`src/hw/rtl/bls_pkg.sv`:
```
// ---------------------------------------------------------------------------
// bls_pkg: shared types and constants for the line stepper
// Coordinate width, error term width, action codes and octant fold flags.
// ---------------------------------------------------------------------------
`default_nettype none

package bls_pkg;

   // coordinate width of endpoints and pixels
   localparam int COORD_BITS = 12;
   // signed decision term: 2*minor - 2*major must fit with sign
   localparam int ERR_BITS   = COORD_BITS + 3;

   typedef logic [COORD_BITS-1:0]      coord_type;
   typedef logic signed [ERR_BITS-1:0] err_type;

   // request action codes
   typedef enum logic {
      ACT_START   = 1'b0,
      ACT_ADVANCE = 1'b1
   } action_type;

   // octant fold: swap = major axis is y, xneg / yneg = axis runs negative
   typedef struct packed {
      logic yneg;
      logic xneg;
      logic swap;
   } octant_type;

endpackage : bls_pkg

`default_nettype wire

```
`src/hw/rtl/bresenham_line_stepper_top.sv`:
```
// ---------------------------------------------------------------------------
// bresenham_line_stepper_top: all-octant Bresenham line stepper
// A start beat folds the line into the first octant and returns the first
// endpoint; each advance beat returns the next pixel of the line, or an empty response when no line is active.
// ---------------------------------------------------------------------------
//
//  channel | direction | handshake            | payload
//  --------+-----------+----------------------+-------------------------------------
//  req     | in        | req_valid/req_ready  | action, start_x/y, end_x/y
//  rsp     | out       | rsp_valid/rsp_ready  | pixel_x/y, valid_res, last
//
//  One beat per clock while req_ready is high: each accepted request produces
//  its response beat in the output register on the next cycle.
//  The stepping logic (one add, one compare, one add/subtract per axis) sits
//  between the line state and the output register.
//  req_ready drops only while a response is held with rsp_ready low.
//  Synchronous reset clears the active line and the output valid.
//
`default_nettype none

module bresenham_line_stepper_top (
   input  wire                   clock,
   input  wire                   reset,
   // request channel
   input  wire                   req_valid,
   output logic                  req_ready,
   input  wire                   req_action,
   input  wire bls_pkg::coord_type req_start_x,
   input  wire bls_pkg::coord_type req_start_y,
   input  wire bls_pkg::coord_type req_end_x,
   input  wire bls_pkg::coord_type req_end_y,
   // response channel
   output logic                  rsp_valid,
   input  wire                   rsp_ready,
   output bls_pkg::coord_type    rsp_pixel_x,
   output bls_pkg::coord_type    rsp_pixel_y,
   output logic                  rsp_valid_res,
   output logic                  rsp_last
);
   import bls_pkg::*;

   // line state
   coord_type  origin_x_ff,    origin_x_in;
   coord_type  origin_y_ff,    origin_y_in;
   coord_type  major_delta_ff, major_delta_in;
   coord_type  minor_delta_ff, minor_delta_in;
   coord_type  major_pos_ff,   major_pos_in;
   coord_type  minor_pos_ff,   minor_pos_in;
   err_type    error_ff,       error_in;
   octant_type octant_ff,      octant_in;
   logic       active_ff,      active_in;

   // output register
   logic       rsp_valid_ff,   rsp_valid_in;
   coord_type  pixel_x_ff,     pixel_x_in;
   coord_type  pixel_y_ff,     pixel_y_in;
   logic       valid_res_ff,   valid_res_in;
   logic       last_ff,        last_in;

   logic       req_fire;

   // take a new beat whenever the output register is free or draining
   assign req_ready = !rsp_valid_ff || rsp_ready;
   assign req_fire  = req_valid && req_ready;

   // next line state and response
   always_comb begin
      coord_type adx, ady;
      coord_type ox, oy;
      err_type   minor2, major2;
      logic      is_last;

      origin_x_in    = origin_x_ff;
      origin_y_in    = origin_y_ff;
      major_delta_in = major_delta_ff;
      minor_delta_in = minor_delta_ff;
      major_pos_in   = major_pos_ff;
      minor_pos_in   = minor_pos_ff;
      error_in       = error_ff;
      octant_in      = octant_ff;
      active_in      = active_ff;
      pixel_x_in     = pixel_x_ff;
      pixel_y_in     = pixel_y_ff;
      valid_res_in   = valid_res_ff;
      last_in        = last_ff;
      adx            = '0;
      ady            = '0;
      ox             = '0;
      oy             = '0;
      is_last        = 1'b0;
      minor2         = err_type'({minor_delta_ff, 1'b0});
      major2         = err_type'({major_delta_ff, 1'b0});

      if (req_fire) begin
         case (action_type'(req_action))
            ACT_START: begin
               // fold into the first octant
               octant_in = '0;
               if (req_end_x >= req_start_x) begin
                  adx = req_end_x - req_start_x;
               end else begin
                  adx = req_start_x - req_end_x;
                  octant_in.xneg = 1'b1;
               end
               if (req_end_y >= req_start_y) begin
                  ady = req_end_y - req_start_y;
               end else begin
                  ady = req_start_y - req_end_y;
                  octant_in.yneg = 1'b1;
               end
               if (ady > adx) begin
                  octant_in.swap = 1'b1;
                  major_delta_in = ady;
                  minor_delta_in = adx;
               end else begin
                  major_delta_in = adx;
                  minor_delta_in = ady;
               end
               origin_x_in  = req_start_x;
               origin_y_in  = req_start_y;
               major_pos_in = '0;
               minor_pos_in = '0;
               error_in     = err_type'({minor_delta_in, 1'b0})
                            - err_type'(major_delta_in);
               active_in    = (major_delta_in != '0);
               // first endpoint, zero offsets
               pixel_x_in   = req_start_x;
               pixel_y_in   = req_start_y;
               valid_res_in = 1'b1;
               last_in      = !active_in;
            end
            ACT_ADVANCE: begin
               if (!active_ff) begin
                  // no line: empty response
                  pixel_x_in   = '0;
                  pixel_y_in   = '0;
                  valid_res_in = 1'b0;
                  last_in      = 1'b0;
               end else begin
                  major_pos_in = major_pos_ff + 1'b1;
                  if (!error_ff[ERR_BITS-1]) begin
                     error_in     = error_ff + minor2 - major2;
                     minor_pos_in = minor_pos_ff + 1'b1;
                  end else begin
                     error_in     = error_ff + minor2;
                  end
                  is_last   = (major_pos_in >= major_delta_ff);
                  active_in = !is_last;
                  // unfold offsets back to screen space
                  if (octant_ff.swap) begin
                     ox = minor_pos_in;
                     oy = major_pos_in;
                  end else begin
                     ox = major_pos_in;
                     oy = minor_pos_in;
                  end
                  pixel_x_in   = octant_ff.xneg ? origin_x_ff - ox : origin_x_ff + ox;
                  pixel_y_in   = octant_ff.yneg ? origin_y_ff - oy : origin_y_ff + oy;
                  valid_res_in = 1'b1;
                  last_in      = is_last;
               end
            end
            default: begin
               valid_res_in = 1'b0;
            end
         endcase
      end
   end

   // output valid: set on a request beat, cleared when taken
   always_comb begin
      rsp_valid_in = rsp_valid_ff;
      if (req_fire) begin
         rsp_valid_in = 1'b1;
      end else if (rsp_ready) begin
         rsp_valid_in = 1'b0;
      end
   end

   // control registers
   always_ff @(posedge clock) begin
      if (reset) begin
         active_ff    <= 1'b0;
         rsp_valid_ff <= 1'b0;
      end else begin
         active_ff    <= active_in;
         rsp_valid_ff <= rsp_valid_in;
      end
   end

   // payload registers
   always_ff @(posedge clock) begin
      origin_x_ff    <= origin_x_in;
      origin_y_ff    <= origin_y_in;
      major_delta_ff <= major_delta_in;
      minor_delta_ff <= minor_delta_in;
      major_pos_ff   <= major_pos_in;
      minor_pos_ff   <= minor_pos_in;
      error_ff       <= error_in;
      octant_ff      <= octant_in;
      pixel_x_ff     <= pixel_x_in;
      pixel_y_ff     <= pixel_y_in;
      valid_res_ff   <= valid_res_in;
      last_ff        <= last_in;
   end

   assign rsp_valid     = rsp_valid_ff;
   assign rsp_pixel_x   = pixel_x_ff;
   assign rsp_pixel_y   = pixel_y_ff;
   assign rsp_valid_res = valid_res_ff;
   assign rsp_last      = last_ff;

`ifndef SYNTHESIS
   // every accepted request shows up at the output next cycle
   a_fire_to_rsp: assert property (@(posedge clock) disable iff (reset)
      req_fire |=> rsp_valid)
      else $error("request beat produced no response");

   // an active line has pixels left along the major axis
   a_active_pos: assert property (@(posedge clock) disable iff (reset)
      active_ff |-> (major_pos_ff < major_delta_ff))
      else $error("active line past its end");

   // minor axis never runs ahead of the major axis
   a_minor_le_major: assert property (@(posedge clock) disable iff (reset)
      active_ff |-> (minor_pos_ff <= major_pos_ff))
      else $error("minor offset ahead of major offset");

   // advance with no line gives an empty response
   a_idle_advance: assert property (@(posedge clock) disable iff (reset)
      (req_fire && req_action == ACT_ADVANCE && !active_ff)
      |=> (!rsp_valid_res && !rsp_last && rsp_pixel_x == '0 && rsp_pixel_y == '0))
      else $error("advance without line returned a pixel");

   // a last pixel ends the line
   a_last_ends: assert property (@(posedge clock) disable iff (reset)
      (req_fire && last_in) |=> !active_ff)
      else $error("line still active after last pixel");
`endif

endmodule : bresenham_line_stepper_top

`default_nettype wire

```
`config.mk`:
```
export PLATFORM = sky130hd
export DESIGN_NAME = bresenham_line_stepper_top
export DESIGN_NICKNAME = d
export VERILOG_FILES = /design/src/hw/rtl/bls_pkg.sv /design/src/hw/rtl/bresenham_line_stepper_top.sv
export SDC_FILE = /design/constraint.sdc
export NUM_CORES = 1
export LEC_CHECK = 0
export BUFFER_PORTS_ARGS = -buffer_cell sky130_fd_sc_hd__buf_4
export CAP_MARGIN = 0
export CORE_MARGIN = 2
export CORE_UTILIZATION = 62
export DETAILED_ROUTE_END_ITERATION = 10
export GPL_TIMING_DRIVEN = 1
export PLACE_DENSITY = 0.8
export SLEW_MARGIN = 30
export SYNTH_ARGS = -nofsm -noshare
export SYNTH_HDL_FRONTEND = slang
export SYNTH_SLANG_ARGS = --single-unit
```
`constraint.sdc`:
```
create_clock -name clock -period 8.5 [get_ports clock]
set_clock_uncertainty 0.1 [all_clocks]
set_input_delay 1.275 -clock clock [delete_from_list [all_inputs] [get_ports clock]]
set_output_delay 1.275 -clock clock [all_outputs]
set_load 0.02 [all_outputs]
```
# ---- After elaboration in Yosys (flattened, before gate mapping)
# Index checks and enable logic that the tools add are counted.
dict set report op_classes {
  n_addsub 13
  multipliers 0
  n_div 0
  order_cmp 4
  n_eq_ne 1
  n_shift 0
  muxes 45
  bitwise 1
  n_reduce_logical 9
}
# op count
set ops {}
lappend ops {{12-bit 2-to-1 mux} 27}
lappend ops {{12-bit case mux with 2 select lines} 4}
lappend ops {{12-bit subtractor} 6}
lappend ops {{12-bit >= comparator} 3}
lappend ops {{15-bit 2-to-1 mux} 2}
lappend ops {{15-bit case mux with 2 select lines} 1}
lappend ops {{12-bit by 1-bit adder with 12-bit output, second input constant} 2}
lappend ops {{12-bit adder} 2}
lappend ops {{15-bit by 14-bit adder with 15-bit output} 1}
lappend ops {{15-bit by 14-bit subtractor with 15-bit output} 1}
lappend ops {{13-bit by 12-bit subtractor with 14-bit output} 1}
lappend ops {{12-bit > comparator} 1}
lappend ops {{12-bit nonzero test} 1}
lappend ops {{1-bit 2-to-1 mux} 8}
lappend ops {{1-bit case mux with 2 select lines} 3}
lappend ops {{2-bit AND reduction} 2}
lappend ops {{1-bit logical NOT} 3}
lappend ops {{2-bit by 1-bit != test with 1-bit output, second input constant} 1}
lappend ops {{2-bit nonzero test} 1}
lappend ops {{1-bit logical AND} 1}
lappend ops {{1-bit logical OR} 1}
lappend ops {{1-bit inverter} 1}
dict set report word_totals {
  ff_bits 118
  latch_bits 0
  mem_bits_rw 0
  rom_bits 0
  in_bits 53
  out_inout_bits 28
  wordCells 89
  memories 0
}

# ---- Logic depth before layout (Yosys ltp)
dict set report logic_depth {
  ltp_word 11
  mapped_depth 32
  depth_no_buf 29
}

# ---- Least setup slack after synthesis
# OpenSTA, ideal clock, no wires.
dict set report synth_path {
  kind {input to register}
  start {in req_start_x[3]}
  end {reg error_ff[12], data pin}
  setup_ns 0.268
  arrival_ns 7.487
  required_ns 8.132
  path_slack_ns 0.645
  path_stages 29
  path_buffers 4
  path_cell_list {inv_1 > ha_1 > buf_6 > a21oi_2 > a311oi_1 > a2111o_1 > buf_2 > nor3_1 > o311ai_0 > a211oi_1 > nor2_1 > xnor2_1 > ha_1 > nand4_1 > a211oi_1 > o41ai_4 > clkbuf_1 > clkbuf_1 > a21oi_1 > fa_1 > a21oi_1 > a21oi_1 > o21ai_0 > o21ai_0 > a2111oi_0 > o31ai_1 > a21oi_1 > o21ai_0 > mux2i_1}
}
dict set report synth_between {
  elab_chain_len 10
  elab_cells_between_ends 15
  cone_classes {add/sub (3); order compare (2); mux (10)}
}
# item line
set synth_lines {}
lappend synth_lines {{start: declaration} bresenham_line_stepper_top.sv:28} ;# input wire bls_pkg::coord_type req_start_x,
lappend synth_lines {{12-bit subtractor, or another cell as far along} bresenham_line_stepper_top.sv:102} ;# adx = req_start_x - req_end_x;
lappend synth_lines {{12-bit 2-to-1 mux *} bresenham_line_stepper_top.sv:99} ;# if (req_end_x >= req_start_x) begin
lappend synth_lines {{12-bit 2-to-1 mux *} bresenham_line_stepper_top.sv:95} ;# case (action_type'(req_action))
lappend synth_lines {{12-bit 2-to-1 mux *} bresenham_line_stepper_top.sv:94} ;# if (req_fire) begin
lappend synth_lines {{12-bit > comparator} bresenham_line_stepper_top.sv:111} ;# if (ady > adx) begin
lappend synth_lines {{12-bit 2-to-1 mux} bresenham_line_stepper_top.sv:111}
lappend synth_lines {{12-bit 2-to-1 mux} bresenham_line_stepper_top.sv:95}
lappend synth_lines {{12-bit 2-to-1 mux} bresenham_line_stepper_top.sv:94}
lappend synth_lines {{13-bit by 12-bit subtractor with 14-bit output *} bresenham_line_stepper_top.sv:124} ;# - err_type'(major_delta_in);
lappend synth_lines {{15-bit case mux with 2 select lines *} bresenham_line_stepper_top.sv:95}
lappend synth_lines {{end signal: assignment} bresenham_line_stepper_top.sv:199} ;# error_ff <= error_in;
lappend synth_lines {{end: declaration} bresenham_line_stepper_top.sv:49} ;# err_type error_ff, error_in;
# Every way passes the cells marked *; elsewhere a longest branch is shown, timed or not. The select of a mux whose other input is x is not followed.
# A chain may end at the register's enable or synchronous reset.

# ---- Worst setup path after layout
dict set report layout_path {
  start {in req_start_x[0]}
  end {reg error_ff[12], data pin}
}
# Same word-level chain as after synthesis.

==> Implementation_results.wiki <==
{| class="wikitable"
! Metric !! Value
|-
| CP endpoint kind || flip-flop
|-
| Reg2Reg Depth || 22
|-
| Vias after detailed routing || slightly below 9000
|-
| Endpoint of the worst setup timing path || error_ff[12]$_DFFE_PP_
|-
| Die area || roughly 18000 µm²
|-
| Site Rows || 47
|-
| Launching element type of the critical path || primary input
|-
| Power density over the cells || 334 nW/µm²
|-
| Headroom to the max-slew limit || 0.318
|-
| Distinct cells, synth || 70
|-
| Post-CTS Resized || 0
|-
| Buffers inserted during post-CTS setup optimization || 0
|-
| TritonCTS clock tree || built
|-
| Slew Limit Fails || 0
|-
| Number of buffers created by CTS || 17
|-
| Worst-Skew Late Latency || between 0.4 and 0.5 ns
|-
| Total congestion overflow || 0
|-
| Total of warnings raised by yosys || 0
|-
| Post-layout power || around 4 mW
|-
| Number of vias per cell || roughly 6
|-
| Number of max-cap violations || 0
|-
| Worst stage delay on the critical path || roughly 0.59 ns
|-
| Flop and latch count out of synthesis || roughly 120
|-
| Status || complete, no violations
|-
| Number of instances in the placed design || between 1000 and 1500
|-
| Maximum number of pins on one net before global-route repair || slightly below 60
|-
| Number of stages on the worst hold path || 2
|-
| Std-Cell Core Area || between 15000 and 20000 µm²
|-
| Ratio of cells with drive above 1 in the final layout || 0.121
|-
| Via count of the first global-routing pass || between 8000 and 9000
|-
| Worst-margin pin slew || 1.02 ns
|-
| Initial Utilization || 0.635
|-
| Crit Path Max Fanout || 25
|-
| Non-Filler Instances || 1449
|-
| Gp weighted congestion || 0.946
|-
| Crit-path slowest cell || sky130_fd_sc_hd__a2111oi_0
|-
| Sw frac || 0.417
|-
| Most common library cell in the layout ignoring fill and taps || sky130_fd_sc_hd__inv_1
|-
| Crit path from || req_start_x[0]
|-
| Main flop type after synthesis || sky130_fd_sc_hd__edfxtp_1
|-
| Type of the worst min-delay path || reg2reg
|-
| Cell area after synthesis || 10500 µm²
|-
| Internal || between 2 and 2.5 mW
|-
| Clock network power share || 0.210
|-
| Highest-count cells in the layout ignoring fill and taps || 139 x sky130_fd_sc_hd__inv_1, 127 x sky130_fd_sc_hd__ha_1, 115 x sky130_fd_sc_hd__edfxtp_1, 102 x sky130_fd_sc_hd__nor2_1, 88 x sky130_fd_sc_hd__buf_4
|-
| Fraction of the yosys area taken by sequential cells || 0.332
|-
| Met2 Wirelength || 12800 µm
|-
| First-pass GRT wire length || roughly 42000 µm
|-
| Crit path kind || in2reg
|-
| # IOs || 81
|-
| Die Span Y || between 100 and 150 µm
|-
| Routed wirelength normalized by instance count || about 18 µm
|-
| Top routing layer used || met4
|-
| CTS sink cnt || 117
|-
| Ys async rst share || 0
|-
| Net switching power || 1.68 mW
|-
| VDD IR max || 0.233 mV
|-
| Required @ worst endpoint || 8.55 ns
|-
| H-tree depth || 4
|-
| Power share of the sequential group || 0.205
|-
| Syn Area/Cell || roughly 9.2 µm²
|-
| Hold buffer count at cts || 0
|-
| Initial antenna violation count || 0
|-
| Count of unresolved DRC violations after routing || 0
|-
| Diodes inserted || 0
|-
| Final worst path period share || 0.938
|-
| ANT nets after route || 0
|-
| Static leakage || between 5 and 6 nW
|-
| Post-synthesis net count || approximately 1300
|-
| Unrepaired setup endpoints after global routing || false
|-
| Worst reg2reg path startpoint || octant_ff[0]$_DFFE_PP_
|-
| Total global-route track usage || 0.302
|-
| Routed length on met3 || 1680 µm
|-
| Deepest clock path buffer count || 2
|-
| Die width || ~130 µm
|-
| Number of hold-slack violations in the final timing report || 0
|-
| Endpoint of the most critical register-to-register path || rsp_pixel_x[11]$_DFFE_PP_
|-
| Upper clock frequency limit || 125 MHz
|-
| Post-route minimum period || 7.97 ns
|-
| CTS Root Buffer Type || sky130_fd_sc_hd__clkbuf_16
|-
| Post-Route Setup TNS || 0 ns
|-
| Final count of negative-setup-slack endpoints || 0
|-
| Number of buffers inserted by port buffering || 80
|-
| Area grow syn2layout || 14.3%
|-
| Number of instances in the synthesized netlist || between 1000 and 1500
|-
| Comb power frac || 0.586
|-
| Routed met1 length || 11400 µm
|-
| Routed WL || roughly 27000 µm
|-
| Worst Hold Slack || roughly 0.45 ns
|-
| Clock slew at reported path FFs || ~0.06 ns
|-
| Final net count || about 1400
|-
| Number of flops mapped to enable cells by yosys || around 120
|-
| CP Data Arrival Time || 8.02 ns
|-
| Register-to-register setup slack || about 3.3 ns
|-
| Final HPWL from detailed placement || approximately 20000 µm
|-
| Number of iterations in the first detailed-routing pass || 7
|-
| First DRT Iteration DRCs || ~840
|}
## worst min-delay path by stage
stage / from / end
3_3_place_gp: rsp_valid$_SDFFE_PP0P_ / rsp_valid$_SDFFE_PP0P_
4_1_cts: rsp_valid$_SDFFE_PP0P_ / rsp_valid$_SDFFE_PP0P_
2_1_floorplan: active_ff$_SDFFE_PP0P_ / rsp_valid_res$_SDFFCE_PN1P_
3_5_place_dp: rsp_valid$_SDFFE_PP0P_ / rsp_valid$_SDFFE_PP0P_
6_report: rsp_valid$_SDFFE_PP0P_ / rsp_valid$_SDFFE_PP0P_
5_1_grt: rsp_valid$_SDFFE_PP0P_ / rsp_valid$_SDFFE_PP0P_
## cells in the mapped netlist, types with 3 or more instances
| cell type | number | area (µm²) |
|---|---|---|
| sky130_fd_sc_hd__mux2_2 | 4 | 45.0 |
| sky130_fd_sc_hd__o32ai_1 | 8 | 70.1 |
| sky130_fd_sc_hd__nand2_1 | 60 | 225 |
| sky130_fd_sc_hd__a211o_1 | 3 | 26.3 |
| sky130_fd_sc_hd__nand4_1 | 14 | 87.6 |
| sky130_fd_sc_hd__nor4_1 | 3 | 18.8 |
| sky130_fd_sc_hd__a31oi_1 | 8 | 50.1 |
| sky130_fd_sc_hd__mux2i_1 | 36 | 360 |
| sky130_fd_sc_hd__a21o_1 | 33 | 248 |
| sky130_fd_sc_hd__nor2_1 | 103 | 387 |
| sky130_fd_sc_hd__nand2b_1 | 13 | 81.3 |
| sky130_fd_sc_hd__nand3_1 | 17 | 85.1 |
| sky130_fd_sc_hd__fa_1 | 9 | 180 |
| sky130_fd_sc_hd__o22ai_1 | 19 | 119 |
| sky130_fd_sc_hd__edfxtp_1 | 115 | 3450 |
| sky130_fd_sc_hd__o21ai_0 | 54 | 270 |
| sky130_fd_sc_hd__o21bai_1 | 11 | 82.6 |
| sky130_fd_sc_hd__nor3_1 | 15 | 75.1 |
| sky130_fd_sc_hd__ha_1 | 127 | 1590 |
| sky130_fd_sc_hd__o211ai_1 | 9 | 67.6 |
| sky130_fd_sc_hd__o21ba_2 | 4 | 40.0 |
| sky130_fd_sc_hd__xor2_1 | 34 | 298 |
| sky130_fd_sc_hd__and3_1 | 8 | 50.1 |
| sky130_fd_sc_hd__o31a_1 | 4 | 35.0 |
| sky130_fd_sc_hd__xnor2_1 | 74 | 648 |
| sky130_fd_sc_hd__or3_1 | 4 | 25.0 |
| sky130_fd_sc_hd__nor2b_1 | 19 | 119 |
| sky130_fd_sc_hd__buf_2 | 3 | 15.0 |
| sky130_fd_sc_hd__a21boi_0 | 13 | 97.6 |
| sky130_fd_sc_hd__a211oi_1 | 6 | 45.0 |
| sky130_fd_sc_hd__buf_1 | 7 | 26.3 |
| sky130_fd_sc_hd__o21a_1 | 4 | 30.0 |
| sky130_fd_sc_hd__inv_1 | 139 | 522 |
| sky130_fd_sc_hd__a21oi_1 | 86 | 430 |
| sky130_fd_sc_hd__or4_1 | 4 | 30.0 |
| sky130_fd_sc_hd__and2_1 | 8 | 50.1 |
| sky130_fd_sc_hd__clkbuf_1 | 17 | 63.8 |
## per-stage QoR
stage	area (µm²)	setup WS [ns]	utilization
floorplan	10500	0.645	-
global placement	11300	0.465	0.684
detailed placement	11300	0.253	0.684
CTS	12000	0.676	0.725
global route	12000	0.0898	0.726
finish	12000	0.528	0.726
## flip-flops by register name, indices dropped and copies added (netlist names), 12 cells and up
name,cells
minor_delta_ff,12
rsp_pixel_x,12
minor_pos_ff,12
major_delta_ff,12
error_ff,14
major_pos_ff,12
origin_x_ff,12
rsp_pixel_y,12
origin_y_ff,12
## per-layer routing
| layer | up-vias | GRT usage |
|---|---|---|
| met4 | 0 | 0.108 |
| met5 | - | 0 |
| met3 | 55 | 0.0514 |
| met1 | 4111 | 0.391 |
| met2 | 314 | 0.511 |
| li1 | 4201 | - |
## cell type report
class,count,area (µm²)
clock buffer,17,425
inverter,142,537
sequential,117,3490
timing repair buffer,89,672
clock inverter,15,258
tap,220,275
multi-input combinational,849,6370
fill,1236,4550
## power by group through the flow
stage	Combinational (mW)	Sequential (mW)	Clock, mW
detailed placement	2.27	0.842	0
finish	2.35	0.822	0.844
CTS	2.32	0.831	0.849
global placement	2.20	0.838	0
global route	2.60	0.831	0.873
floorplan	1.79	0.831	0
## cells by family (layout without fill, tap and decap cells)
logic type	after synthesis	after routing	share of synthesized area
xor+xnor	110	110	0.0936
flops	117	117	0.332
buf+inv	173	263	0.0643
fa+ha+maj	138	138	0.170
mux	42	42	0.0411
simple gates	273	273	0.121
compound gates	286	286	0.178
## critical path, delay by kind of cell
kind	cells	cell delay, ns
muxes	1	0.14
xor gates and xnor gates	1	0.32
adders and majority gates	4	1.43
and+or+nand+nor	6	0.70
buffers and inverters	4	0.67
AOI/OAI and AO/OA	15	3.51
Power figures use the tool's default switching activity.
